`config.mk`:
```
export PLATFORM = sky130hd
export DESIGN_NAME = range_frame_parser_unit
export DESIGN_NICKNAME = d
export VERILOG_FILES = /design/src/design/rfp_pkg.sv /design/src/design/rfp_char_parse.sv /design/src/design/range_frame_parser_unit.sv
export SDC_FILE = /design/constraint.sdc
export NUM_CORES = 1
export LEC_CHECK = 0
export BUFFER_PORTS_ARGS = -buffer_cell sky130_fd_sc_hd__buf_2
export CAP_MARGIN = 5
export CORE_MARGIN = 5
export CORE_UTILIZATION = 35
export CTS_BUF_LIST = sky130_fd_sc_hd__clkbuf_4 sky130_fd_sc_hd__clkbuf_8 sky130_fd_sc_hd__clkbuf_16
export DETAILED_ROUTE_END_ITERATION = 8
export GPL_ROUTABILITY_DRIVEN = 0
export MAX_ROUTING_LAYER = met4
export SETUP_SLACK_MARGIN = 0.02
export SYNTH_ARGS = -nofsm -noshare
export SYNTH_HDL_FRONTEND = slang
export SYNTH_SLANG_ARGS = --single-unit
```
`constraint.sdc`:
```
create_clock -name aclk -period 8.25 [get_ports aclk]
set_input_delay 2.475 -clock aclk [delete_from_list [all_inputs] [get_ports aclk]]
set_output_delay 2.475 -clock aclk [all_outputs]
set_load 0.02 [all_outputs]
```
`src/design/rfp_pkg.sv`:
```
// Package for the range frame parser: frame constants, status codes,
// number-collection state type and the fraction weight table.
// No dependencies.
package rfp_pkg;

    localparam int unsigned POS_W   = 7;
    localparam int unsigned CNT_W   = 4;
    localparam int unsigned FRAC_W  = 3;
    localparam int unsigned ACC_W   = 32;
    localparam int unsigned SUM_W   = 36;

    localparam logic [POS_W-1:0] MAX_FRAME = 7'd20;
    localparam logic [POS_W-1:0] MIN_FRAME = 7'd11;
    localparam logic [CNT_W-1:0] MAX_CHARS = 4'd11;
    localparam logic [FRAC_W-1:0] FRAC_LIMIT = 3'd4;

    localparam logic [POS_W-1:0] POS_ADDR  = 7'd0;
    localparam logic [POS_W-1:0] POS_ID    = 7'd1;
    localparam logic [POS_W-1:0] POS_CODE  = 7'd2;
    localparam logic [POS_W-1:0] POS_ERR0  = 7'd3;
    localparam logic [POS_W-1:0] POS_ERR1  = 7'd4;
    localparam logic [POS_W-1:0] POS_ERR2  = 7'd5;
    localparam logic [POS_W-1:0] POS_TEXT  = 7'd4;

    localparam logic [7:0] HDR_ID     = 8'h06;
    localparam logic [7:0] CODE_A     = 8'h82;
    localparam logic [7:0] CODE_B     = 8'h83;
    localparam logic [7:0] CODE_C     = 8'h87;
    localparam logic [7:0] CHAR_E     = 8'h45;
    localparam logic [7:0] CHAR_R     = 8'h52;
    localparam logic [7:0] CHAR_DOT   = 8'h2E;
    localparam logic [7:0] CHAR_ZERO  = 8'h30;
    localparam logic [7:0] CHAR_NINE  = 8'h39;

    localparam logic [SUM_W-1:0] INT_SCALE = 36'd10000;

    typedef enum logic [2:0] {
        STATUS_OK         = 3'd0,
        STATUS_TOO_SHORT  = 3'd1,
        STATUS_BAD_HEADER = 3'd2,
        STATUS_DEV_ERROR  = 3'd3,
        STATUS_NO_DIGITS  = 3'd4
    } status_t;

    typedef enum logic [1:0] {
        ERR_NONE = 2'd0,
        ERR_E    = 2'd1,
        ERR_ER   = 2'd2,
        ERR_ERR  = 2'd3
    } err_match_t;

    typedef struct packed {
        logic              collecting;
        logic [CNT_W-1:0]  char_count;
        logic              dot_seen;
        logic [FRAC_W-1:0] frac_digits;
        logic [ACC_W-1:0]  accumulator;
        logic              saturated;
    } num_state_t;

    localparam num_state_t NUM_RESET = '{
        collecting:  1'b1,
        char_count:  '0,
        dot_seen:    1'b0,
        frac_digits: '0,
        accumulator: '0,
        saturated:   1'b0
    };

    function automatic logic [13:0] frac_weight(input logic [1:0] idx);
        logic [13:0] w;
        case (idx)
            2'd0:    w = 14'd1000;
            2'd1:    w = 14'd100;
            2'd2:    w = 14'd10;
            default: w = 14'd1;
        endcase
        return w;
    endfunction

endpackage

```
`src/design/rfp_char_parse.sv`:
```
// Distance text collector: folds one frame character into the fixed point
// value (0.1 mm units) with saturation. Combinational. Uses rfp_pkg.
module rfp_char_parse import rfp_pkg::*; (
    input  logic       en,
    input  logic [7:0] ch,
    input  num_state_t cur,
    output num_state_t nxt
);

    logic             is_digit;
    logic [7:0]       ch_off;
    logic [SUM_W-1:0] digit_ext;
    logic [SUM_W-1:0] acc_ext;
    logic [SUM_W-1:0] sum;
    logic             add_en;

    assign is_digit  = ch inside {[CHAR_ZERO:CHAR_NINE]};
    assign ch_off    = ch - CHAR_ZERO;
    assign digit_ext = {{(SUM_W-4){1'b0}}, ch_off[3:0]};
    assign acc_ext   = {{(SUM_W-ACC_W){1'b0}}, cur.accumulator};

    always_comb begin
        nxt    = cur;
        sum    = '0;
        add_en = 1'b0;
        if (en && cur.collecting) begin
            if (cur.char_count >= MAX_CHARS) begin
                nxt.collecting = 1'b0;
            end else if (!is_digit && ch != CHAR_DOT) begin
                nxt.collecting = 1'b0;
            end else begin
                nxt.char_count = cur.char_count + 4'd1;
                if (ch == CHAR_DOT) begin
                    // second dot closes the number
                    if (cur.dot_seen) begin
                        nxt.frac_digits = FRAC_LIMIT;
                    end
                    nxt.dot_seen = 1'b1;
                end else if (!cur.dot_seen) begin
                    sum    = (acc_ext << 3) + (acc_ext << 1) + digit_ext * INT_SCALE;
                    add_en = 1'b1;
                end else if (cur.frac_digits < FRAC_LIMIT) begin
                    sum    = acc_ext + digit_ext *
                             {{(SUM_W-14){1'b0}}, frac_weight(cur.frac_digits[1:0])};
                    add_en = 1'b1;
                    nxt.frac_digits = cur.frac_digits + 3'd1;
                end
            end
        end
        if (add_en && !cur.saturated) begin
            if (sum[SUM_W-1:ACC_W] != '0) begin
                nxt.saturated   = 1'b1;
                nxt.accumulator = '1;
            end else begin
                nxt.accumulator = sum[ACC_W-1:0];
            end
        end
    end

endmodule

```
`src/design/range_frame_parser_unit.sv`:
```
// Range frame parser top level: one frame byte per transaction, one result per frame.
// Latency: result valid on the cycle after the last byte is accepted.
// Throughput: one byte per cycle; the output register decouples the sides,
// so a byte is taken whenever the result register is empty or being drained.
// Reset: synchronous active-low aresetn clears frame state and the output valid.
// Depends on rfp_pkg and rfp_char_parse.
module range_frame_parser_unit import rfp_pkg::*; (
    input  logic        aclk,
    input  logic        aresetn,
    input  logic        s_tvalid,
    output logic        s_tready,
    input  logic [7:0]  s_tdata,   // [7:0] rx_byte
    input  logic        s_tlast,   // frame_end
    output logic        m_tvalid,
    input  logic        m_tready,
    output logic [47:0] m_tdata,   // [31:0] distance_tenth_mm, [39:32] msg_code,
                                   // [47:40] device_addr
    output logic [2:0]  m_tuser    // [2:0] status
);

    logic [POS_W-1:0] pos_reg, pos_next;
    logic [7:0]       pend_reg, pend_next;
    logic [7:0]       addr_reg, addr_next;
    logic [7:0]       code_reg, code_next;
    logic             hdr_ok_reg, hdr_ok_next;
    err_match_t       err_reg, err_next;
    num_state_t       num_reg, num_next, num_upd;

    logic             m_valid_reg, m_valid_next;
    logic [ACC_W-1:0] dist_reg, dist_next;
    status_t          status_reg, status_next;
    logic [7:0]       msg_reg, msg_next;
    logic [7:0]       dev_reg, dev_next;

    logic accept;
    logic in_range;
    logic char_en;

    assign s_tready = !m_valid_reg || m_tready;
    assign accept   = s_tvalid && s_tready;
    assign in_range = pos_reg < MAX_FRAME;
    assign char_en  = accept && in_range && (pos_reg >= POS_TEXT);

    rfp_char_parse u_char (
        .en  (char_en),
        .ch  (pend_reg),
        .cur (num_reg),
        .nxt (num_upd)
    );

    always_comb begin
        pos_next    = pos_reg;
        pend_next   = pend_reg;
        addr_next   = addr_reg;
        code_next   = code_reg;
        hdr_ok_next = hdr_ok_reg;
        err_next    = err_reg;
        num_next    = num_reg;
        if (accept && in_range) begin
            num_next  = num_upd;
            pend_next = s_tdata;
            pos_next  = pos_reg + 7'd1;
            case (pos_reg)
                POS_ADDR: addr_next = s_tdata;
                POS_ID:   hdr_ok_next = (s_tdata == HDR_ID);
                POS_CODE: begin
                    code_next   = s_tdata;
                    hdr_ok_next = hdr_ok_reg && (s_tdata inside {CODE_A, CODE_B, CODE_C});
                end
                POS_ERR0: err_next = (s_tdata == CHAR_E) ? ERR_E : ERR_NONE;
                POS_ERR1: err_next = (err_reg == ERR_E && s_tdata == CHAR_R) ? ERR_ER
                                                                              : ERR_NONE;
                POS_ERR2: err_next = (err_reg == ERR_ER && s_tdata == CHAR_R) ? ERR_ERR
                                                                               : ERR_NONE;
                default: ;
            endcase
        end
    end

    always_comb begin
        dist_next = '0;
        if (pos_next < MIN_FRAME) begin
            status_next = STATUS_TOO_SHORT;
        end else if (!hdr_ok_next) begin
            status_next = STATUS_BAD_HEADER;
        end else if (err_next == ERR_ERR) begin
            status_next = STATUS_DEV_ERROR;
        end else if (num_next.char_count == '0) begin
            status_next = STATUS_NO_DIGITS;
        end else begin
            status_next = STATUS_OK;
            dist_next   = num_next.accumulator;
        end
        msg_next = code_next;
        dev_next = addr_next;
    end

    always_comb begin
        m_valid_next = m_valid_reg;
        if (accept && s_tlast) begin
            m_valid_next = 1'b1;
        end else if (m_tready) begin
            m_valid_next = 1'b0;
        end
    end

    always_ff @(posedge aclk) begin
        if (!aresetn) begin
            pos_reg     <= '0;
            pend_reg    <= '0;
            addr_reg    <= '0;
            code_reg    <= '0;
            hdr_ok_reg  <= 1'b0;
            err_reg     <= ERR_NONE;
            num_reg     <= NUM_RESET;
            m_valid_reg <= 1'b0;
        end else begin
            m_valid_reg <= m_valid_next;
            if (accept && s_tlast) begin
                pos_reg    <= '0;
                pend_reg   <= '0;
                addr_reg   <= '0;
                code_reg   <= '0;
                hdr_ok_reg <= 1'b0;
                err_reg    <= ERR_NONE;
                num_reg    <= NUM_RESET;
            end else begin
                pos_reg    <= pos_next;
                pend_reg   <= pend_next;
                addr_reg   <= addr_next;
                code_reg   <= code_next;
                hdr_ok_reg <= hdr_ok_next;
                err_reg    <= err_next;
                num_reg    <= num_next;
            end
        end
    end

    always_ff @(posedge aclk) begin
        if (accept && s_tlast) begin
            dist_reg   <= dist_next;
            status_reg <= status_next;
            msg_reg    <= msg_next;
            dev_reg    <= dev_next;
        end
    end

    assign m_tvalid = m_valid_reg;
    assign m_tdata  = {dev_reg, msg_reg, dist_reg};
    assign m_tuser  = status_reg;

    a_err_zero_dist: assert property (@(posedge aclk) disable iff (!aresetn)
        m_valid_reg && status_reg != STATUS_OK |-> dist_reg == '0)
        else $error("nonzero distance on a rejected frame");

    a_last_gives_result: assert property (@(posedge aclk) disable iff (!aresetn)
        accept && s_tlast |=> m_valid_reg && pos_reg == '0)
        else $error("frame end did not produce a result or clear state");

    a_char_bound: assert property (@(posedge aclk) disable iff (!aresetn)
        num_reg.char_count <= MAX_CHARS && num_reg.frac_digits <= FRAC_LIMIT)
        else $error("character or fraction count out of range");

    a_pos_bound: assert property (@(posedge aclk) disable iff (!aresetn)
        pos_reg <= MAX_FRAME)
        else $error("byte position past frame limit");

endmodule

```
Word level (Yosys, flattened, before mapping)
Cells that the tools add are included.
{"block": "op_classes", "multipliers": 2, "addsub": 7, "n_lt_le_gt_ge": 7, "bitwise": 4, "reduce_logical": 30, "mux": 50, "n_eq_ne": 18}
{"cell": "$mux 36", "count": 6}
{"cell": "$mux 14", "count": 6}
{"cell": "$mux 8", "count": 7}
{"cell": "$mux 41", "count": 1}
{"cell": "$add 32x36->36", "count": 1}
{"cell": "$add 35x33->36", "count": 1}
{"cell": "$add 36x36->36", "count": 1}
{"cell": "$mux 33", "count": 1}
{"cell": "$mux 32", "count": 1}
{"cell": "$pmux 10 s3", "count": 1}
{"cell": "$eq 8x8->1 const B", "count": 3}
{"cell": "$mul 4x14->18", "count": 1}
{"cell": "$eq 8x7->1 const B", "count": 2}
{"cell": "$mux 3", "count": 5}
{"cell": "$eq 7x2->1 const B", "count": 2}
{"cell": "$eq 7x3->1 const B", "count": 2}
{"cell": "$mul 4x10->14 const B", "count": 1}
{"cell": "$mux 1", "count": 14}
{"cell": "$logic_and 1x1->1", "count": 11}
{"cell": "$mux 2", "count": 5}
{"cell": "$eq 8x3->1 const B", "count": 1}
{"cell": "$eq 8x6->1 const B", "count": 1}
{"cell": "$ge 8x6->1 const B", "count": 1}
{"cell": "$le 8x6->1 const B", "count": 1}
{"cell": "other kinds (31)", "count": 42}
{"block": "word_totals", "register_bits": 128, "out_inout_bits": 53, "input_bits": 13, "wordCells": 136}

Logic depth before layout (Yosys ltp)
Gate-level depths: netlist of run 1.
{"block": "logic_depth", "depth_word": 24, "ltp_mapped": 28, "depth_no_buf": 27}

Cells and area by module
Synthesis of run 1 repeated with hierarchy kept, for this count alone.
{"block": "hier_totals", "cells_unflattened": 1236, "hier_area_um2": 10896.7}
{"mod": "rfp_char_parse", "instances": 1, "seq_area_each_um2": 0.0, "cells_per_inst": 799, "area_per_inst_um2": 5791.8}
{"mod": "range_frame_parser_unit", "instances": 1, "seq_area_each_um2": 3072.9, "cells_per_inst": 437, "area_per_inst_um2": 5104.9}

Least setup slack after synthesis of run 1
OpenSTA, ideal clock, no wires.
{"block": "synth_path", "kind": "flip-flop to flip-flop", "startpoint": "register num_reg[33] in the netlist's numbering", "endpoint": "register dist_reg[27], data pin", "stages_incl_launch_ff": 27, "arrival_ps": 6052, "n_path_buf": 1, "slack_ps": 1920, "required_time_ps": 7972, "synth_period_minus_slack_ps": 6330, "setup_ps": 278, "cell_sequence": "dfxtp_1 ha_1 clkbuf_1 nand2_1 fa_1 inv_1 fa_1 fa_1 a21o_1 a21oi_1 o21bai_1 a21oi_1 o21bai_1 a21oi_1 o21bai_1 a21oi_1 xnor2_1 ha_1 a21oi_1 and3_1 a21o_1 a211oi_1 nand3_1 a21oi_1 nor2b_1 a2111oi_0 nor3_1"}
{"block": "synth_between", "elab_chain_len": 20, "word_cells_on_any_way": 30, "classes_between": "add/sub (1); mul (1); order compare (1); eq/ne (2); mux (22); reduce/logical (3)"}
{"item": "from (decl)", "line_no": "range_frame_parser_unit.sv:27", "rtl": "num_state_t num_reg, num_next, num_upd;"}
{"item": "from (signal assigned)", "line_no": "range_frame_parser_unit.sv:134", "rtl": "num_reg <= num_next;"}
{"item": "$eq 2x2->1, or another cell as far along", "line_no": "rfp_pkg.sv:72", "rtl": "case (idx)"}
{"item": "$pmux 10 s3", "line_no": "rfp_pkg.sv:72"}
{"item": "$mux 14", "line_no": "rfp_char_parse.sv:42", "rtl": "end else if (cur.frac_digits < FRAC_LIMIT) begin"}
{"item": "$mux 14", "line_no": "rfp_char_parse.sv:39", "rtl": "end else if (!cur.dot_seen) begin"}
{"item": "$mux 14", "line_no": "rfp_char_parse.sv:33", "rtl": "if (ch == CHAR_DOT) begin"}
{"item": "$mux 14", "line_no": "rfp_char_parse.sv:29", "rtl": "end else if (!is_digit && ch != CHAR_DOT) begin"}
{"item": "$mux 14", "line_no": "rfp_char_parse.sv:27", "rtl": "if (cur.char_count >= MAX_CHARS) begin"}
{"item": "$mux 14", "line_no": "rfp_char_parse.sv:26", "rtl": "if (en && cur.collecting) begin"}
{"item": "(+4 left out)"}
{"item": "$mux 36", "line_no": "rfp_char_parse.sv:33"}
{"item": "$mux 36", "line_no": "rfp_char_parse.sv:29"}
{"item": "$mux 36", "line_no": "rfp_char_parse.sv:27"}
{"item": "$mux 36", "line_no": "rfp_char_parse.sv:26"}
{"item": "$reduce_bool 4->1", "line_no": "rfp_char_parse.sv:51", "rtl": "if (sum[SUM_W-1:ACC_W] != '0) begin"}
{"item": "$mux 32", "line_no": "rfp_char_parse.sv:51"}
{"item": "$mux 33 *", "line_no": "rfp_char_parse.sv:50", "rtl": "if (add_en && !cur.saturated) begin"}
{"item": "$mux 41 *", "line_no": "range_frame_parser_unit.sv:59", "rtl": "if (accept && in_range) begin"}
{"item": "to (signal assigned)", "line_no": "range_frame_parser_unit.sv:141", "rtl": "dist_reg <= dist_next;"}
{"item": "to (decl)", "line_no": "range_frame_parser_unit.sv:30", "rtl": "logic [ACC_W-1:0] dist_reg, dist_next;"}
Mark *: on every way between the ends. The rest lies on a longest branch, timed or not. The select of a mux whose other input is x is not followed.
A chain may end at the register's enable or synchronous reset.

Worst setup path after layout of run 1
{"block": "layout_path", "startpoint": "register num_reg[34] in the netlist's numbering", "endpoint": "register dist_reg[31], data pin"}
The elaborated chain is that of the path after synthesis.

==> flow_results.org, run 1 <==
** Worst setup path
- Worst EP arrival :: between 7 and 8 ns
- On the worst path, the slowest cell contributes a delay of around 0.93 ns.
- Crit path launch :: num_reg[34]
- Path length in cells of the critical path :: 24
- The critical path is of the reg -> reg type.
- Reg2reg start :: num_reg[34]
- STA classifies the critical path startpoint as a flip-flop.
- Worst path buffer plus inverter count :: 1
- Among cell families on the critical path, the largest total delay comes from compound AO/OA/AOI/OAI gates.
- The worst setup path is captured at a flip-flop.
- Walking the worst path, the cells encountered are ha_1, nand2_1, fa_1, inv_1, fa_1, fa_1, a21o_1, a21oi_1, o21bai_1, a21oi_1, o21bai_1, a21oi_1, o21bai_1, a21oi_1, xnor2_1, ha_1, nand2_1, nor4_1, o21ai_0, a21oi_1, nand2_1, o2111ai_1, o22ai_1, nor3_1.
- Number of cell instances on the worst register-to-register path :: 24
- Of all nets on the critical path, the largest fanout is 11.
- Top cell by count, worst path :: a21oi_1
- STA puts the critical path data required time at 8.50 ns.
- The slowest stage of the critical path belongs to the cell o2111ai_1.

** Logic synthesis
- Cell taking the most area after synthesis :: dfxtp_1
- Counting every net in the synthesized netlist gives 1,357.
- Fraction of registers with async set/reset :: 0%
- Number of instances in the synthesized netlist :: about 1,200
- The average instance in the mapped netlist occupies around 9 µm².
- The synthesized design devotes to its leading area cell type between 10 and 15% of total area.
- Yosys instantiated no cell more often than ha_1.
- Main area contributors after synthesis :: dfxtp_1, edfxtp_1, ha_1, fa_1, nor2_1
- Top cells by instance count after synthesis :: ha_1, nor2_1, inv_1, nand2_1, a21oi_1
- After synthesis, the netlist uses 79 different library cells.
- Of the synthesized area, sequential elements account for between 20% and 30%.
- Flop and latch count out of synthesis :: around 130
- Summing every instance area after synthesis gives 10,600 µm².
- Most common flop cell mapped by yosys :: dfxtp_1
- Post-synth EDFFs :: slightly above 50
- The Yosys step of the flow raised 0 warnings.

** GRT
- The first global-routing pass estimated slightly below 50 mm of wire.
- Antenna violations before repair :: 0
- Total gr overflow :: 0
- The via count of the first global-routing pass was ~9,000.
- Global routing consumed, over all layers together, between 10% and 20% of the routing resources.
- Maximum number of pins on one net before global-route repair :: 52

** Worst hold path
- The worst hold path begins at num_reg[41].
- Worst hold path cell count :: 2
- Class of the most critical hold timing path :: reg -> reg

** Cells and area
- Share of layout cells above drive strength 1 :: 12.2%
- The layout has just over 3,000 filler cells.
- Across the whole layout, storage elements account for roughly 3100 µm².
- The multi-input combinational cells in the finished layout cover a total of 7040 µm².
- Compared with the post-synthesis result, the final layout area differs by 12.9%.
- Flip-flop count of the largest register after layout :: 42
- 0 antenna diodes ended up in the layout.
- Number of nets in the final layout :: 1,414

** Pwr
- Internal Pwr Total :: between 1000 and 1500 µW
- For this design the ratio of total power to cell area is 138 nW/µm².
- The clock network burns about 47% of the power.
- In this run, flip-flops and latches consume roughly 42% of the power.
- Leakage power of the design :: ~0.0053 µW
- Switching power summed over all nets :: ~470 µW
- VDD sags by at most 140 µV.
- Total chip power :: between 1500 and 2000 µW
- Combinational group share of total power :: a little under an eighth
- Net switching is ~29% of the power.

** Detailed routing
- DR pass1 iterations :: 5
- Wire length after detailed routing :: 30.5 mm
- Once detail routing completed, the nets flagged for antenna violations numbered 0.
- Detail-routed net length per standard cell :: around 18 µm
- In this run, the number of DRC markers left after iteration 0 of detailed routing was 712.
- Using the TritonRoute via totals, the vias-per-cell ratio works out to about 5.6.
- For this run, design rule violations remaining after detail routing come to 0.
- Via total after detailed routing :: just over 9,000

** Placed design
- Once detailed placement completed, the half-perimeter wirelength came to roughly 23 mm.
- Number of buffers added on ports :: 65

** STA
- For the pin with the worst max-slew slack, the measured transition is about 1.1 ns.
- Setup repair after global routing missed its margin :: no
- In the finished design, the share of the clock period the worst path needs comes to 89.6%.
- Final hold violations :: 0
- Final setup viols :: 0
- Tightest slew margin relative to the limit :: approximately a quarter
- Hold timing on the final database bottoms out at a slack of ~0.46 ns.
- The final max-slew violation count is 0.
- Top achievable clock speed :: between 100 and 150 MHz
- Final Critical Period :: around 7.4 ns
- Across the routed clock network, the largest skew measured is ~0.014 ns.
- Total negative setup slack :: 0 ns

** Floorplan
- Chip height :: around 180 µm
- Die area :: ~34,000 µm²
- Once the floorplan was initialized, standard cells occupied a little over a third of the core.
- 66 I/O pins were placed.
- Row count :: 63
- The floorplan step set the die width to approximately 180 µm.
- The core region is between 20,000 and 30,000 µm².

** Clock tree
- The clock net in this run drives a total of between 100 and 150 sinks.
- Worst-Skew Late Latency :: approximately 0.44 ns
- Deepest level of the CTS H-tree :: 4
- In this run, post-CTS repair resized a total of 0 instances.
- CTS clk-pin slew, worst paths :: ~0.070 ns
- TritonCTS built the clock tree.
- Count of buffers added by post-CTS timing repair for setup :: 0
- Clock tree synthesis inserted a total of 17 buffers.
- Hold buffer count at cts :: 0
- Root buf cell :: clkbuf_16
- Maximum number of buffers from clock root to sink :: 2

** Job
- Max-cap violations in this run came to 0.

** Run status
- Run status :: finished clean
## cells in the final DEF (no fill, tap or decap), types with 8 or more instances in the layout
cell type and instances:
o22ai_1 9, dfxtp_1 77, mux2_2 17, nor2b_1 12
or3_1 8, o21ai_0 51, a31oi_1 11, and3_1 20
mux2i_1 15, buf_2 65, nor3_1 38, buf_4 14
a211oi_1 15, edfxtp_1 51, xnor2_1 35, inv_1 90
o211ai_1 9, o21a_1 12, ha_1 116, o211a_1 11
a21oi_1 78, and2_1 35, nor2_1 111, clkbuf_16 17
a21o_1 24, nand3_1 39, xor2_1 20, nand2_1 82
nand4_1 9, fa_1 31, nand2b_1 8, o21bai_1 10
## worst reg2reg max path, delay by kind of cell (launching register included)
kind	cells	cell delay, ns
DFF	1	0.41
buffers and inverters	1	0.06
AOI/OAI and AO/OA	12	3.26
adders and majority gates	5	2.37
xor gates and xnor gates	1	0.10
and+or+nand+nor	5	1.03
## power groups by stage
| stage | Sequential, µW | Combinational, µW | Clock, µW |
|---|---|---|---|
| final | 685 | 196 | 770 |
| after global routing | 687 | 218 | 814 |
| after CTS | 685 | 197 | 780 |
| after detailed placement | 699 | 195 | 0 |
| after global placement | 699 | 193 | 0 |
| after floorplan | 712 | 123 | 0 |
## worst paths after layout
check	slack (ns)	end
hold / removal	0.46	num_reg[41]
hold reg to reg	0.46	num_reg[41]
setup / recovery	0.86	dist_reg[31]
setup reg to reg	0.86	dist_reg[31]
## logic make-up (layout without fill, tap and decap cells)
kind of cell / Yosys count / in the layout / synth area share (%)
and+or+nand+nor: 396 / 396 / 18.4
AOI/OAI and AO/OA: 307 / 307 / 20.4
adders and majority gates: 147 / 147 / 19.6
buffers and inverters: 132 / 202 / 4.80
DFF: 128 / 128 / 29.0
xor gates and xnor gates: 55 / 55 / 4.55
muxes: 32 / 32 / 3.22
## final cells by class
cell class / count / area share, %
multi-input cells: 937 / 58.9
flip-flops and latches: 128 / 25.7
well taps: 390 / 4.08
clock buffers: 18 / 3.67
repair buffers: 79 / 3.60
inverters: 91 / 2.86
clock inverters: 14 / 1.21
## metal layers
layer	vias to the layer above	track usage [%]	wire (µm)	part of all wire [%]
met5	-	-	0	0
met4	0	4.53	473	1.6
met3	42	3.28	2120	7.0
met2	336	28.5	13800	45
met1	4431	24.8	14100	46
li1	4471	-	-	-
## stage by stage
stage | cells | area (µm²) | util, % | worst slack [ns]
floorplan | 1197 | 10600 | - | 1.92
global placement | 1625 | 11400 | 38.2 | 1.23
global route | 1657 | 12000 | 40.1 | 0.116
detailed placement | 1625 | 11400 | 38.2 | 1.00
CTS | 1657 | 12000 | 40.1 | 0.943
finish | 1657 | 12000 | 40.1 | 0.858
Note: power is estimated with default switching activity, not from simulation.
==> run 2, diff against run 1 <==
CORE_MARGIN = 2   (was 5)
clock period = 6 ns   (was 8.25 ns; I/O delays follow)
==> run 2 against run 1 <==
  * Wire length grew 5.0%
  * Utilization grew 4.2 points
  * Sequential power grew 37%
  * Die area decreased by 6.4%
  * Largest cell class unchanged
  * Largest power group unchanged
  * Highest routed layer unchanged
==> flow_results.org, run 2 (same netlist as run 1, synthesis figures left out) <==
** Cells and area
- The flip-flop count of the largest register after layout is 42 (unchanged).
- From synthesis to final layout, the design area changed by 24.4%.
- The diode insertion count for antenna repair is 0 (unchanged).
- Non-filler instance count after layout :: 1,737 (+4.8%)
- The fill cell total of the finished layout is 2,883 (-5.0%).
- The final-stage net count was 1,494 (+5.7%).
- The library cell used most frequently in the layout, excluding fill and tap cells, is nor2_1.
- The design area was 13,200 µm² (+10%).
- Leaving out fill and tap cells, the most frequent cells in the layout are nor2_1, ha_1, inv_1.
- Share of layout cells above drive strength 1 :: 23.6% (+11 points)
- Utilization of the core after routing :: 44.4% (+4.2 points)

** STA
- The transition at the pin with the smallest max-transition slack came to 1.07 ns (-0.0379 ns).
- Tightest slew margin relative to the limit :: 29.0% (+2.5 points)
- Final Critical Period :: 5.89 ns (-1.50 ns)
- Max Clock Skew :: 0.0139 ns (-0.000456 ns)
- The final max-slew violation count is 0 (unchanged).
- Setup repair after global routing could not meet its margin everywhere.
- Top achievable clock speed :: 170 MHz (+26%)
- Post-Route Hold Slack :: 0.457 ns (-0.00509 ns)
- The final setup violation count was 0 (unchanged).
- The hold violation count in the final report is 0 (unchanged).
- Crit share post-route :: 98.1% (+8.5 points)

** Pwr
- Max IR drop VDD :: 280 µV (+100%)
- Power density normalized to cell area :: 169 nW/µm² (+23%)
- The cell leakage power is 0.00585 µW (+9.5%).
- The total power of the final layout came to 2230 µW (+35%).

** Detailed routing
- Number of antenna-violating nets in the routed design :: 0 (unchanged)
- The via count normalized by instance count was 5.56 (-0.77%).
- The iteration count of the initial detailed-routing pass was 6 (+1).
- The total length of routed wires was 32.0 mm (+5.0%).
- The total number of vias is 9,653 (+4.0%).
- Detail-routed net length per standard cell :: 18.4 µm (+0.17%)
- Count of routing violations after the opening detailed-route iteration :: 769 (+8.0%)
- The post-route DRC violation count is 0 (unchanged).

** Clock tree
- Hold buffer count at cts :: 0 (unchanged)
- The number of H-tree levels is 4 (unchanged).
- The number of CTS-inserted buffers came to 17 (unchanged).
- Worst-Skew Late Latency :: 0.44 ns (about the same)
- In this run the clock root is driven by a clkbuf_16.
- CTS clk-pin slew, worst paths :: 0.06 ns (about the same)
- The total clock sinks was 128 (unchanged).
- TritonCTS built the clock tree.
- The clock tree buffer depth was 2 (unchanged).

** GRT
- First-pass GRT wire length :: 50.0 mm (+3.9%)
- The global routing usage on met1 was 27.5% (+2.8 points).
- Busiest metal layer after global routing :: met2
- Maximum number of pins on one net before global-route repair :: 31 (-40%)
- GR Util met3 :: 4.03% (+0.74 points)
- The met2 track demand over resource was 32.9% (+4.4 points).
- GRT Overall Usage :: 20.9% (+2.6 points)
- The via count of the first global-routing pass was 9,215 (+2.6%).
- Antenna violations before repair :: 0 (unchanged)
- Total gr overflow :: 0 (unchanged)

** Placed design
- Post-Place Cell Area :: 11,900 µm² (+4.3%)
- Number of buffers added on ports :: 65 (unchanged)
- Post-DP HPWL :: 23.8 mm (+5.0%)
- The cell total after placement was 1,687 (+3.8%).

** Worst setup path
- Cell at the slowest stage of the critical path :: fa_2
- Largest incremental delay on the critical path :: 0.59 ns (-0.34 ns)
- Critical path class :: reg -> reg
- The critical path arrival was 6.07 ns (-1.58 ns).
- Number of cell instances on the worst register-to-register path :: 27 (+13%)
- Type of origin of the critical path :: flip-flop
- The peak fanout along the critical path was 5 (-6).
- Data required time at the worst endpoint :: 6.18 ns (-2.32 ns)
- Kind of end point of the critical path :: flip-flop

** Floorplan
- Die area :: 31,700 µm² (-6.4%)
- I/O pin cnt :: 66 (unchanged)
- X dimension of the die :: 178 µm (-3.3%)
- Area inside the core boundary :: 29,700 µm² (-0.26%)
- Row count :: 63 (unchanged)
- The starting density of the core was 35.6% (+0.094 points).
- Chip height :: 178 µm (-3.3%)

** Job
- The max capacitance violation total came to 0 (unchanged).

** Worst hold path
- Worst hold path cell count :: 2 (unchanged)
- The worst hold path belongs to the class reg -> reg.

** Run status
- The flow ran to the end, and the final reports show no timing, DRC or antenna violations.
[run 2: cell types whose count changed in the layout (fill, tap and decap cells not counted), moves of 7 or more]
cell / previous run / this run
a21oi_2: 0 / 12
ha_4: 0 / 13
nor3_1: 38 / 29
ha_1: 116 / 102
nor3_2: 2 / 9
o21ai_0: 51 / 44
buf_4: 14 / 85
a21oi_1: 78 / 66
[run 2: worst max-delay path, delay by kind of cell, from the launching register on]
family	cells	cell delay, ns
buffers and inverters	3	0.33
xor gates and xnor gates	1	0.24
AOI/OAI and AO/OA	11	2.17
DFF	1	0.37
and+or+nand+nor	7	0.80
adders and majority gates	5	1.74
[run 2: power breakdown]
part / internal (µW) / total [µW] / switching [µW]
clock: 577 / 997 / 419
sequential: 926 / 936 / 10.7
combinational: 115 / 300 / 185
total: 1620 / 2230 / 614
[run 2: area by class of cell]
class / instances / area [µm²] / share of cell area [%]
Multi-Input combinational cell: 937 / 7640 / 57.9
Sequential cell: 128 / 3090 / 23.4
Timing Repair Buffer: 159 / 1070 / 8.13
Tap cell: 390 / 488 / 3.70
Clock buffer: 19 / 440 / 3.34
Inverter: 91 / 344 / 2.61
Clock inverter: 13 / 114 / 0.864
[run 2: through the flow]
stage	setup slack (ns)	setup TNS [ns]
after floorplan	0.00684	0
after global placement	-0.111	-0.339
after detailed placement	-0.287	-4.11
after CTS	-0.0326	-0.116
after global routing	-0.124	-0.982
final	0.111	0
[run 2: path summary, 6_finish.rpt]
| kind | startpoint | to | slack [ns] |
|---|---|---|---|
| min reg2reg | num_reg[41] | num_reg[41] | 0.46 |
| min | num_reg[41] | num_reg[41] | 0.46 |
| max | num_reg[33] | dist_reg[26] | 0.11 |
| max reg2reg | num_reg[33] | dist_reg[26] | 0.11 |
[run 2: timing repair]
item | in CTS | in global routing
setup buffers | 8 | 9
setup endpoints to repair | 49 | 65
pin swaps | 30 | 28
resized for setup | 41 | 83
gates cloned | 0 | 1
[run 2: routing by layer]
metal  up-vias  part of all wire [%]
met5         -                     0
met4         0                   2.0
met3        55                   7.1
met2       339                    46
met1      4634                    45
li1       4625                     -
